File: config.mk
export PLATFORM = sky130hd
export DESIGN_NAME = fwk_front
export DESIGN_NICKNAME = d
export VERILOG_FILES = /design/src/design/fwk_pkg.sv /design/src/design/fwk_front.sv
export SDC_FILE = /design/constraint.sdc
export NUM_CORES = 1
export LEC_CHECK = 0
export ABC_AREA = 1
export BUFFER_PORTS_ARGS = -buffer_cell sky130_fd_sc_hd__buf_4
export CORE_ASPECT_RATIO = 0.5
export CORE_UTILIZATION = 38
export DETAILED_ROUTE_END_ITERATION = 16
export PLACE_DENSITY = 0.83
export SLEW_MARGIN = 30
export SYNTH_ARGS = -nofsm -noshare
export SYNTH_HDL_FRONTEND = slang
export SYNTH_SLANG_ARGS = --single-unit
File: constraint.sdc
create_clock -name clock -period 1.95 [get_ports clock]
set_input_delay 0.2925 -clock clock [delete_from_list [all_inputs] [get_ports clock]]
set_output_delay 0.2925 -clock clock [all_outputs]
set_load 0.02 [all_outputs]
File: src/design/fwk_pkg.sv
// Shared types, constants and helpers for the appendable Fenwick tree.
package fwk_pkg;

   localparam int CAPACITY   = 1024;
   localparam int ADDR_W     = $clog2(CAPACITY);
   localparam int CNT_W      = 11;
   localparam int DATA_W     = 64;
   localparam int STAT_W     = 2;
   localparam int CMDQ_DEPTH = 2;
   localparam int CMDQ_PTR_W = $clog2(CMDQ_DEPTH);
   localparam int CMDQ_CNT_W = $clog2(CMDQ_DEPTH + 1);

   localparam logic MODE_APPEND = 1'b0;

   typedef enum logic [STAT_W-1:0] {
      STAT_OK    = 2'd0,
      STAT_FULL  = 2'd1,
      STAT_RANGE = 2'd2
   } status_type;

   typedef enum logic [1:0] {
      CMD_APPEND = 2'd0,
      CMD_QUERY  = 2'd1,
      CMD_NOP    = 2'd2
   } cmd_kind_type;

   typedef struct packed {
      cmd_kind_type       kind;
      logic [DATA_W-1:0]  value;
      logic [ADDR_W-1:0]  slot;
      logic [CNT_W-1:0]   lo_index;
      logic [CNT_W-1:0]   hi_index;
      status_type         status;
      logic [CNT_W-1:0]   count;
   } cmd_type;

   function automatic logic [CNT_W-1:0] lowbit(input logic [CNT_W-1:0] x);
      return x & (~x + CNT_W'(1));
   endfunction

endpackage

File: src/design/fwk_front.sv
// Front end: accepts request beats, tracks the element count and classifies each item.
module fwk_front import fwk_pkg::*; (
   input  logic                     clock,
   input  logic                     reset,
   input  logic                     req_push,
   output logic                     req_full,
   input  logic                     req_mode,
   input  logic signed [DATA_W-1:0] req_value,
   input  logic [CNT_W-1:0]         req_low_index,
   input  logic [CNT_W-1:0]         req_high_index,
   output logic                     cmd_push,
   output cmd_type                  cmd_data,
   input  logic                     cmd_full
);

   logic [CNT_W-1:0] count_ff, count_in;
   logic             at_capacity;
   logic             grows;

   assign req_full    = cmd_full;
   assign cmd_push    = req_push && !cmd_full;
   assign at_capacity = (count_ff == CNT_W'(CAPACITY));
   assign grows       = cmd_push && (req_mode == MODE_APPEND) && !at_capacity;
   assign count_in    = grows ? count_ff + CNT_W'(1) : count_ff;

   always_comb begin
      cmd_data          = '0;
      cmd_data.value    = req_value;
      cmd_data.slot     = count_ff[ADDR_W-1:0];
      cmd_data.lo_index = req_low_index;
      cmd_data.hi_index = req_high_index;
      cmd_data.count    = count_in;
      if (req_mode == MODE_APPEND) begin
         if (at_capacity) begin
            cmd_data.kind   = CMD_NOP;
            cmd_data.status = STAT_FULL;
         end else begin
            cmd_data.kind   = CMD_APPEND;
            cmd_data.status = STAT_OK;
         end
      end else begin
         if (req_low_index > count_ff || req_high_index > count_ff) begin
            cmd_data.kind   = CMD_NOP;
            cmd_data.status = STAT_RANGE;
         end else begin
            cmd_data.kind   = CMD_QUERY;
            cmd_data.status = STAT_OK;
         end
      end
   end

   always_ff @(posedge clock) begin
      if (reset) begin
         count_ff <= '0;
      end else begin
         count_ff <= count_in;
      end
   end

   a_count_bounded: assert property (@(posedge clock) disable iff (reset)
      count_ff <= CNT_W'(CAPACITY))
      else $error("element count exceeds capacity");

   a_count_step: assert property (@(posedge clock) disable iff (reset)
      !grows |=> count_ff == $past(count_ff))
      else $error("element count changed without an append");

   a_no_grow_full: assert property (@(posedge clock) disable iff (reset)
      grows |-> !at_capacity)
      else $error("append accepted at capacity");

endmodule

* Word level (Yosys, flattened, before mapping)
Index checks and enable logic that the tools add are counted.
Storage, ports and cells: output and inout bits 113, word-level logic and storage cells 19, bits in registers 11
Operators by class: bitwise operators 1, $lt $le $gt $ge 2, reduce and logical (&&, ||, !) cells 6, add/subtract/negate cells 1, multiplexer cells 7, equality and inequality tests 1
Operators with widths (count):
- greater-than comparator 11 bit | 2
- adder 11 x 1 -> 11 bit, second input constant | 1
- equality test 11 bit, second input constant | 1
- 2-to-1 mux 11 bit | 1
- 2-to-1 mux 2 bit | 5
- logical AND 1 bit | 3
- zero test 1 bit | 2
- logical OR 1 bit | 1
- 2-to-1 mux 1 bit | 1
- NOT 1 bit | 1

* Longest topological paths before layout
word-level depth 5, depth in mapped cells 13, depth with buffers taken out 12

* Least setup slack after synthesis
OpenSTA, ideal clock, no wires.
path kind reg-to-output, from reg count_ff[8], to out cmd_data[109] in the netlist's numbering, data required time 1.657 ns, arrival 1.550 ns, cell stages (with the launch flop) 12, slack 0.108 ns, path buffers 0, cell sequence dfxtp_1 > inv_1 > ha_1 > nand2_1 > inv_1 > nand2_1 > inv_1 > nand2_1 > nand3_1 > nand2_1 > nand2_1 > nor2_1
RTL lines:
- start: declaration | line fwk_front.sv:16 | logic [CNT_W-1:0] count_ff, count_in;
- start signal: assignment | line fwk_front.sv:56 | count_ff <= count_in;
- end: declaration | line fwk_front.sv:12 | output cmd_type cmd_data,

==> flow_metrics.env <==
export IMPL_outcome="finished, violations left"
export IMPL_failed_checks="setup timing"
export IMPL_tritoncts="built"
export IMPL_setup_worst_path_start_class="flop"
export IMPL_p_clk_share_pct=29.8
export IMPL_grtUsageTotal_pct=20.2
export IMPL_drtAntennaViolNets=0
export IMPL_cp_data_arrival_time_ns=1.91
export IMPL_die_w_um=108
export IMPL_synth_xor_area_share_pct=2.46
export IMPL_synthArstFlopShare_pct=0
export IMPL_area_growth_pct=24.7
export IMPL_fp_coreArea_mm2=0.00516
export IMPL_synthAdderAreaFrac_pct=14.1
export IMPL_grt_max_degree=12
export IMPL_power_density_mw_per_mm2=306
export IMPL_antenna_found_initial=0
export IMPL_avgSynthCellArea_um2=6.72
export IMPL_netlist_top_cells_area="buf_4, ha_1, nand2_1"
export IMPL_setup_viol=14
export IMPL_hold_path_class="input pin to flop"
export IMPL_worst_hold_slack_ns=0.319
export IMPL_synthFlopType="dfxtp_1"
export IMPL_hold_violations=0
export IMPL_rsz0062_at_grt="true"
export IMPL_dp_hpwl_um=4560
export IMPL_synth_fp_nets=433
export IMPL_layout_cells_non_filler=395
export IMPL_grt_pass1_vias=1745
export IMPL_p_sw_uw=286
export IMPL_netlist_area_mm2=0.00214
export IMPL_drc_errors=0
export IMPL_numClockSinks=11
export IMPL_h_tree_depth=1
export IMPL_ios=204
export IMPL_synth_common_cells="buf_4, nand2_1, inv_1"
export IMPL_ys_seq_elements=11
export IMPL_fin_nets=441
export IMPL_clock_path_buffers=2
export IMPL_first_iter_violations=130
export IMPL_dr_pass1_iters=5
export IMPL_comb_power_share_pct=42.1
export IMPL_p_seq_share_pct=28.2
export IMPL_synth_mux_area_share_pct=0
export IMPL_synth_most_common_cell="buf_4"
export IMPL_placedCellCount=376
export IMPL_cp_max_fo=3
export IMPL_p_int_uw=528
export IMPL_slew_violations=0
export IMPL_vdd_drop_max_v=0.000168
export IMPL_antenna_cells=0
export IMPL_vias=2041
export IMPL_numCtsBuffers=3
export IMPL_root_buffer="clkbuf_8"
export IMPL_max_freq_mhz=454
export IMPL_ys_warn_count=0
export IMPL_drive_gt1_share_pct=59.4
export IMPL_synth_top_cell_area_share_pct=34.1
export IMPL_largestRegisters="count_ff x11"
export IMPL_critPathKind="flop to primary output"
export IMPL_largest_register="count_ff"
export IMPL_skew_ns=0.00220
export IMPL_synth_top_family_by_area="buffers and inverters"
export IMPL_relSlewSlack_pct=80.7
export IMPL_wl_um=7280
export IMPL_min_period_ns=2.20
export IMPL_largest_register_ffs=11
export IMPL_synth_area_leader_cell="buf_4"
export IMPL_cp_end_kind="primary output"
export IMPL_vias_per_cell=5.17
export IMPL_finalPower_uw=814
export IMPL_seq_area_frac_synth_pct=10.3
export IMPL_wl_per_cell_um=18.4
export IMPL_power_leakage_nw=1.37
export IMPL_hold_buffers=0
export IMPL_floorplan_initialDensity_pct=41.4
export IMPL_clk_latency_ns=0.25
export IMPL_cap_violations=0
export IMPL_worst_slack_ns=-0.254
export IMPL_postSynthCellCount=318
export IMPL_synth_enable_flop_cells=0
export IMPL_rows=18
export IMPL_dieHeight_um=55.0
export IMPL_die_area_mm2=0.00594
export IMPL_place_gp_congestion=0.832
export IMPL_grt_pass1_wl_um=8900
export IMPL_gr_total_overflow=0
export IMPL_netSwitchingFraction_pct=35.1
export IMPL_synthDistinctLibCells=23
export IMPL_synth_compound_area_share_pct=6.39
export IMPL_clk_pin_slew_ns=0.05
export IMPL_fin_util_pct=51.6
export IMPL_portBuffers=75
export IMPL_period_share_pct=113
export IMPL_cp_required_ns=1.66
export IMPL_worst_slew_pin_transition_ns=0.287
export IMPL_synthSimpleGateAreaFrac_pct=24.6
[area by class of cell]
type | instances | area, µm²
Clock buffer | 4 | 45.0
Fill cell | 419 | 2490
Inverter | 38 | 155
Multi-Input combinational cell | 170 | 1290
Sequential cell | 11 | 235
Tap cell | 70 | 87.6
Timing Repair Buffer | 102 | 846
[path summary, 6_finish.rpt]
kind	slack (ns)	start	cells past startpoint	endpoint
max reg2reg	0.32	count_ff[0]$_SDFF_PP0_	9	count_ff[3]$_SDFF_PP0_
max	-0.25	count_ff[6]$_SDFF_PP0_	11	cmd_data[110]
min reg2reg	0.63	count_ff[10]$_SDFF_PP0_	3	count_ff[10]$_SDFF_PP0_
min	0.32	reset	2	count_ff[4]$_SDFF_PP0_
[critical path, cell delays in order, from the launching register on]
cell and delay [ns]:
dfxtp_2 0.37, inv_4 0.06, ha_4 0.27, nand4_1 0.16
nor2_1 0.21, nand2_1 0.08, nand3_1 0.08, nand2_1 0.08
nand2_2 0.09, nand2_2 0.06, nand2_2 0.08, buf_6 0.11
[through the flow]
| step | instance area [µm²] | setup TNS (ns) | setup WS, ns |
|---|---|---|---|
| 2_1_floorplan | 2140 | 0 | 0.108 |
| 3_3_place_gp | 2130 | 0 | 0.143 |
| 3_5_place_dp | 2130 | 0 | 0.124 |
| 4_1_cts | 2450 | -0.196 | -0.0522 |
| 5_1_grt | 2660 | -2.43 | -0.372 |
| 6_report | 2660 | -1.48 | -0.254 |
[power by group through the flow]
stage               Combinational (mW)  Clock (mW)  Sequential, mW
finish                           0.343       0.242           0.229
detailed placement               0.266           0           0.234
CTS                              0.303       0.235           0.228
global route                     0.366       0.260           0.229
global placement                 0.259           0           0.234
floorplan                        0.365           0           0.235
[cell usage in the layout, fill, tap and decap left out, drive strengths merged]
| master | n |
|---|---|
| inv | 38 |
| nor2 | 13 |
| xor2 | 6 |
| nor3 | 3 |
| nand2 | 89 |
| a21oi | 18 |
| clkbuf | 4 |
| buf | 102 |
| nand3 | 10 |
| o21ai | 2 |
| nand4 | 5 |
| dfxtp | 11 |
| ha | 24 |
[cell families after synthesis]
kind of cell | Yosys count
flops | 11
simple gates | 120
compound gates | 19
xor+xnor | 6
buf+inv | 138
fa+ha+maj | 24
[layer usage]
| metal | global-route usage [%] | part of all wire [%] | up-vias |
|---|---|---|---|
| met5 | 0 | 0 | - |
| met4 | 10.5 | 3.4 | 0 |
| met3 | 9.72 | 14 | 33 |
| met2 | 37.7 | 47 | 181 |
| met1 | 19.4 | 35 | 916 |
| li1 | - | - | 911 |
[what timing repair did]
action | CTS | global route
setup endpoints to repair | 14 | 15
cloned | 2 | 0
setup buffers | 7 | 6
hold endpoints to repair | 0 | 0
gates resized for setup | 53 | 41
pin swaps | 8 | 18
No activity file was read; power rests on OpenSTA's default activity.
