--- src/design/fwk_pkg.sv ---
// Shared types, constants and helpers for the appendable Fenwick tree.
package fwk_pkg;

   localparam int CAPACITY   = 1024;
   localparam int ADDR_W     = $clog2(CAPACITY);
   localparam int CNT_W      = 11;
   localparam int DATA_W     = 64;
   localparam int STAT_W     = 2;
   localparam int CMDQ_DEPTH = 2;
   localparam int CMDQ_PTR_W = $clog2(CMDQ_DEPTH);
   localparam int CMDQ_CNT_W = $clog2(CMDQ_DEPTH + 1);

   localparam logic MODE_APPEND = 1'b0;

   typedef enum logic [STAT_W-1:0] {
      STAT_OK    = 2'd0,
      STAT_FULL  = 2'd1,
      STAT_RANGE = 2'd2
   } status_type;

   typedef enum logic [1:0] {
      CMD_APPEND = 2'd0,
      CMD_QUERY  = 2'd1,
      CMD_NOP    = 2'd2
   } cmd_kind_type;

   typedef struct packed {
      cmd_kind_type       kind;
      logic [DATA_W-1:0]  value;
      logic [ADDR_W-1:0]  slot;
      logic [CNT_W-1:0]   lo_index;
      logic [CNT_W-1:0]   hi_index;
      status_type         status;
      logic [CNT_W-1:0]   count;
   } cmd_type;

   function automatic logic [CNT_W-1:0] lowbit(input logic [CNT_W-1:0] x);
      return x & (~x + CNT_W'(1));
   endfunction

endpackage

--- src/design/fwk_cmdq.sv ---
// Short command queue between the front end and the tree walker.
module fwk_cmdq import fwk_pkg::*; (
   input  logic    clock,
   input  logic    reset,
   input  logic    push,
   input  cmd_type push_data,
   output logic    full,
   input  logic    pop,
   output cmd_type head,
   output logic    not_empty
);

   cmd_type                entries_ff [CMDQ_DEPTH];
   logic [CMDQ_PTR_W-1:0]  wr_ptr_ff;
   logic [CMDQ_PTR_W-1:0]  rd_ptr_ff;
   logic [CMDQ_CNT_W-1:0]  fill_ff;
   logic                   do_push, do_pop;

   assign full      = (fill_ff == CMDQ_CNT_W'(CMDQ_DEPTH));
   assign not_empty = (fill_ff != '0);
   assign head      = entries_ff[rd_ptr_ff];
   assign do_push   = push && !full;
   assign do_pop    = pop && not_empty;

   always_ff @(posedge clock) begin
      if (do_push) begin
         entries_ff[wr_ptr_ff] <= push_data;
      end
   end

   always_ff @(posedge clock) begin
      if (reset) begin
         wr_ptr_ff <= '0;
         rd_ptr_ff <= '0;
         fill_ff   <= '0;
      end else begin
         if (do_push) begin
            wr_ptr_ff <= wr_ptr_ff + CMDQ_PTR_W'(1);
         end
         if (do_pop) begin
            rd_ptr_ff <= rd_ptr_ff + CMDQ_PTR_W'(1);
         end
         case ({do_push, do_pop})
            2'b10:   fill_ff <= fill_ff + CMDQ_CNT_W'(1);
            2'b01:   fill_ff <= fill_ff - CMDQ_CNT_W'(1);
            default: fill_ff <= fill_ff;
         endcase
      end
   end

   a_fill_bounded: assert property (@(posedge clock) disable iff (reset)
      fill_ff <= CMDQ_CNT_W'(CMDQ_DEPTH))
      else $error("command queue overfilled");

   a_ptr_gap: assert property (@(posedge clock) disable iff (reset)
      (fill_ff == '0 || full) |-> wr_ptr_ff == rd_ptr_ff)
      else $error("command queue pointers disagree with fill level");

   a_no_pop_empty: assert property (@(posedge clock) disable iff (reset)
      !not_empty |=> fill_ff <= CMDQ_CNT_W'(1))
      else $error("command queue fill moved wrong from empty");

endmodule

--- config.mk ---
export PLATFORM = sky130hd
export DESIGN_NAME = fwk_cmdq
export DESIGN_NICKNAME = d
export VERILOG_FILES = /design/src/design/fwk_pkg.sv /design/src/design/fwk_cmdq.sv
export SDC_FILE = /design/constraint.sdc
export NUM_CORES = 1
export LEC_CHECK = 0
export ABC_CLOCK_PERIOD_IN_PS = 6200
export BUFFER_PORTS_ARGS = -buffer_cell sky130_fd_sc_hd__buf_2
export CORE_ASPECT_RATIO = 1.4
export CORE_UTILIZATION = 56
export DETAILED_ROUTE_END_ITERATION = 12
export GPL_TIMING_DRIVEN = 1
export PLACE_DENSITY = 0.95
export SLEW_MARGIN = 40
export SYNTH_ARGS = -nofsm -noshare
export SYNTH_HDL_FRONTEND = slang
export SYNTH_SLANG_ARGS = --single-unit
--- constraint.sdc ---
create_clock -name clock -period 6.2 [get_ports clock]
set_input_delay 0.31 -clock clock [delete_from_list [all_inputs] [get_ports clock]]
set_output_delay 0.31 -clock clock [all_outputs]
set_load 0.03 [all_outputs]
## Word-level counts from Yosys, hierarchy flattened

Memory sizes are Yosys's and may differ from the RTL's. A register that Yosys moved wholly into a read port is not among the register bits.
Cells that the tools add are included.

| cells by class | value |
|---|---|
| add/sub/neg operators | 4 |
| equal/unequal tests | 3 |
| reduce and logical (&&, ||, !) cells | 5 |
| mux-type cells | 5 |

Operator list:

| operator | number |
|---|---|
| $eq 2x2->1 const B | 2 |
| $mux 1 | 4 |
| $pmux 2 s2 | 1 |
| $reduce_bool 2->1 | 2 |
| $add 1x1->1 const B | 2 |
| $add 2x1->2 const B | 1 |
| $eq 2x1->1 const B | 1 |
| $logic_and 1x1->1 | 2 |
| $sub 2x1->2 const B | 1 |
| $logic_not 1->1 | 1 |

| storage, ports and cells | value |
|---|---|
| memories | 1 |
| output and inout port bits | 113 |
| register bits | 4 |
| logic and storage cells | 21 |
| RAM bits | 222 |

Memory list:

| name | depth | bits a word | read ports | clocked after memory_dff | wr ports | RTL line | source |
|---|---|---|---|---|---|---|---|
| entries_ff | 2 | 111 | 1 | 1 | 1 | fwk_cmdq.sv:13 | `cmd_type entries_ff [CMDQ_DEPTH];` |

## Depth between registers and ports, before layout

| depth | value |
|---|---|
| depth after elaboration | 5 |
| mapped depth | 6 |
| gate-level depth less buffers | 6 |

## Worst setup path after synthesis

OpenSTA, ideal clock, no wires.

| path | value |
|---|---|
| path type | register -> register |
| start point | register fill_ff[0] |
| end point | memory entries_ff[1][0] in the netlist's numbering, enable pin |
| setup time | 0.483 ns |
| arrival | 3.151 ns |
| path slack | 2.565 ns |
| path buffers | 0 |
| required time | 5.717 ns |
| stages on the path, launching flop included | 3 |
| cell sequence | dfxtp_1 nand2b_2 and3_1 |

| on the way | value |
|---|---|
| cells in the longest elaborated chain, start to end | 5 |

Ends and longest elaborated chain:

| item | RTL line | source |
|---|---|---|
| start: declaration | fwk_cmdq.sv:16 | `logic [CMDQ_CNT_W-1:0] fill_ff;` |
| start signal: assignment | fwk_cmdq.sv:44 | `2'b10: fill_ff <= fill_ff + CMDQ_CNT_W'(1);` |
| start signal: assignment | fwk_cmdq.sv:45 | `2'b01: fill_ff <= fill_ff - CMDQ_CNT_W'(1);` |
| start signal: assignment | fwk_cmdq.sv:46 | `default: fill_ff <= fill_ff;` |
| $eq 2x2->1 | fwk_cmdq.sv:19 | `assign full = (fill_ff == CMDQ_CNT_W'(CMDQ_DEPTH));` |
| $logic_not 1->1 | fwk_cmdq.sv:22 | `assign do_push = push && !full;` |
| $logic_and 1x1->1 | fwk_cmdq.sv:22 |  |
| $mux 1 | fwk_cmdq.sv:26 | `if (do_push) begin` |
| $mux 1 (not written as such) | fwk_cmdq.sv:27 | `entries_ff[wr_ptr_ff] <= push_data;` |
| end: declaration | fwk_cmdq.sv:13 |  |

Every way passes these cells.

==> flow_metrics.tcl <==
set metrics [dict create \
    dieWidth_um 104 \
    worstSetupStartpointType "flop" \
    cts_tree "yes" \
    rows 52 \
    critPathSlowestCell "dfxtp_4" \
    insertion_delay_ns 0.48 \
    io_pins 228 \
    grt_pass1_wl_um 23200 \
    worst_pin_slew_ns 0.795 \
    num_vias 4325 \
    holdWs_ns 0.0191 \
    worstHoldStart "push_data[95]" \
    core-area_um2 14400 \
    finalCritPeriodShare 0.443 \
    place_hpwl_um 10200 \
    drive_above_1_share 0.589 \
    max_freq_mhz 364 \
    ys_warn_count 0 \
    synth.largest_area_cell "edfxtp_1" \
    clkSinkCount 227 \
    wl_met1_um 5160 \
    clk_path_buf_depth 3 \
    initial_core_util 0.570 \
    final_max_slew_viol_count 0 \
    dieArea_um2 15100 \
    hold_viol 0 \
    required_ns 5.89 \
    drt-total-wl_um 15400 \
    dr.max_layer_used "met5" \
    grt_overflow 0 \
    place.port_buffers 227 \
    cts-resized-gates 0 \
    worstPathArrival_ns 2.44 \
    outcome "finished clean" \
    yosysUniqueCellTypes 18 \
    drt-initial-drc-count 175 \
    vias_per_cell 5.28 \
    track_usage 0.200 \
    htreeDepth 1 \
    slew_headroom 0.470 \
    place.gp.congestion 0.728 \
    crit_family "buffers and inverters" \
    fin_crit_ns 2.75 \
    nets 731 \
    worst_setup_path_end_kind "output pin" \
    final-setup-viol-count 0 \
    peakVddDrop_uv 431 \
    min_path_type "in -> reg" \
    synth_edf_count 222 \
    drc_errors 0 \
    dr_wl_met3_um 977 \
    ys_ff_latch 227 \
    r2r_start "fill_ff[0]$_SDFFE_PP0P_" \
    antenna_found_initial 4 \
    finalPower_mw 4.60 \
    p_leak_nw 3.81 \
    cpPeakStageDelay_ns 0.61 \
    finalSetupTns_ns 0 \
    die_h_um 145 \
    critPathBufInv 2 \
    seq_area_um2 6770 \
    cts-root-buf "clkbuf_16" \
    worstPathMaxFanout 80 \
    rrSetupSlack_ns 3.72 \
    synth_commonest_cells "edfxtp_1 (222), mux2_2 (111), buf_2 (12), dfxtp_1 (5), nor2_1 (3)" \
    rsz0062_at_grt "false" \
    syn_to_final_growth_pct 24.5 \
    yosys-top-cells-area "edfxtp_1 (81%), mux2_2 (15%), dfxtp_1 (1.2%), buf_2 (0.73%), xnor2_1 (0.21%)" \
    wire_per_inst_um 18.8 \
    synth.most_common_cell "edfxtp_1" \
    async_flop_share 0 \
    maxCapViolCount 0 \
    ys_seq_area_frac 0.825 \
    synth_top_area_frac 0.813 \
    finClkSkew_ns 0.0103 \
    multi_input_area_um2 1370 \
    dr.pass1.iters 4 \
    ant_nets 0 \
    powerDensity_nw_per_um2 450 \
    crit_type "reg -> out" \
    post-route-util 0.710 \
    syn-num-nets 487 \
    netlist_area_um2 8200 \
    fillerInstances 910 \
    grt_pass1_vias 4591 \
    avgSynthCellArea_um2 22.1 \
    path_clk_slew_ns 0.06 \
    cts_made_buffers 20 \
    grt_max_degree 81 \
    wl_met2_um 8690 \
    syn_inst 371 \
    crit_chain "buf_6, mux2_2, buf_2" \
    ys.flop_type "edfxtp_1" \
]
cell families after synthesis:
group           Yosys count  synth area share
flops                   227             0.825
buf+inv                  15           0.00869
simple gates              9           0.00595
mux                     111             0.152
compound gates            5           0.00336
fa+ha+maj                 1           0.00153
xor+xnor                  3           0.00320
registers in the layout (all words and copies together) (netlist names), named ones only:
register and cells:
entries_ff 222, wr_ptr_ff 1, rd_ptr_ff 1, fill_ff 2
report_power, final:
part	leakage [nW]	total [mW]	switching [mW]	internal, mW
Sequential	2.12	2.02	0.0847	1.94
Combinational	1.40	1.43	0.937	0.495
Clock	0.290	1.14	0.485	0.658
area by class of cell:
cell class / count / share of cell area
flip-flops and latches: 227 / 0.663
multi-input cells: 129 / 0.134
repair buffers: 234 / 0.118
clock buffers: 26 / 0.0533
well taps: 189 / 0.0232
clock inverters: 9 / 0.00625
inverters: 3 / 0.00135
diodes: 2 / 0.000490
routing by layer:
layer / global-route usage / vias to the layer above
li1: - / 1958
met1: 0.199 / 2145
met2: 0.380 / 177
met3: 0.0562 / 41
met4: 0.0857 / 4
met5: 0 / -
placed cells by master, fill, tap and decap left out:
cell           netlist  final
buf_2               12    227
o21ai_0              2      2
or2_2                1      1
clkinvlp_4           0      1
dfxtp_1              5      4
xnor2_1              2      2
diode_2              0      2
clkbuf_1             0      5
nand2_1              1      1
inv_1                2      1
inv_2                1      1
clkbuf_16            0     21
edfxtp_1           222    222
ha_1                 1      1
inv_4                0      1
nor2_1               3      3
bufinv_16            0      1
dlygate4sd3_1        0      4
and3_4               0      1
buf_6                0      3
or3_1                2      2
o21a_1               1      1
nand2b_2             1      1
mux2_2             111    111
dfxtp_4              0      1
xor2_1               1      1
a21oi_1              2      2
clkinv_1             0      7
repair_timing:
item                      CTS  global route
hold buffers                2             2
setup buffers               0             0
hold endpoints to repair    4             4
through the flow:
stage	instance area, um^2	cells	setup WS, ns
6_report	10200	819	3.45
5_1_grt	10200	818	3.36
4_1_cts	10200	815	3.43
3_3_place_gp	9550	778	3.62
3_5_place_dp	9560	778	3.74
2_1_floorplan	8200	371	2.57
path summary, 6_finish.rpt:
check                                end  cells past startpoint
min          entries_ff[1][95]$_DFFE_PP_                      1
min reg2reg       rd_ptr_ff$_SDFFE_PP0P_                      2
max reg2reg  entries_ff[0][59]$_DFFE_PP_                      5
max                            head[108]                      3
worst register-to-register path, cell delays in order (launching register included):
cell and delay (ns):
dfxtp_1 0.42, nand2b_2 0.19, inv_2 0.05, or3_1 0.37, inv_4 0.38, buf_6 0.63
Note: power is estimated with default switching activity, not from simulation.
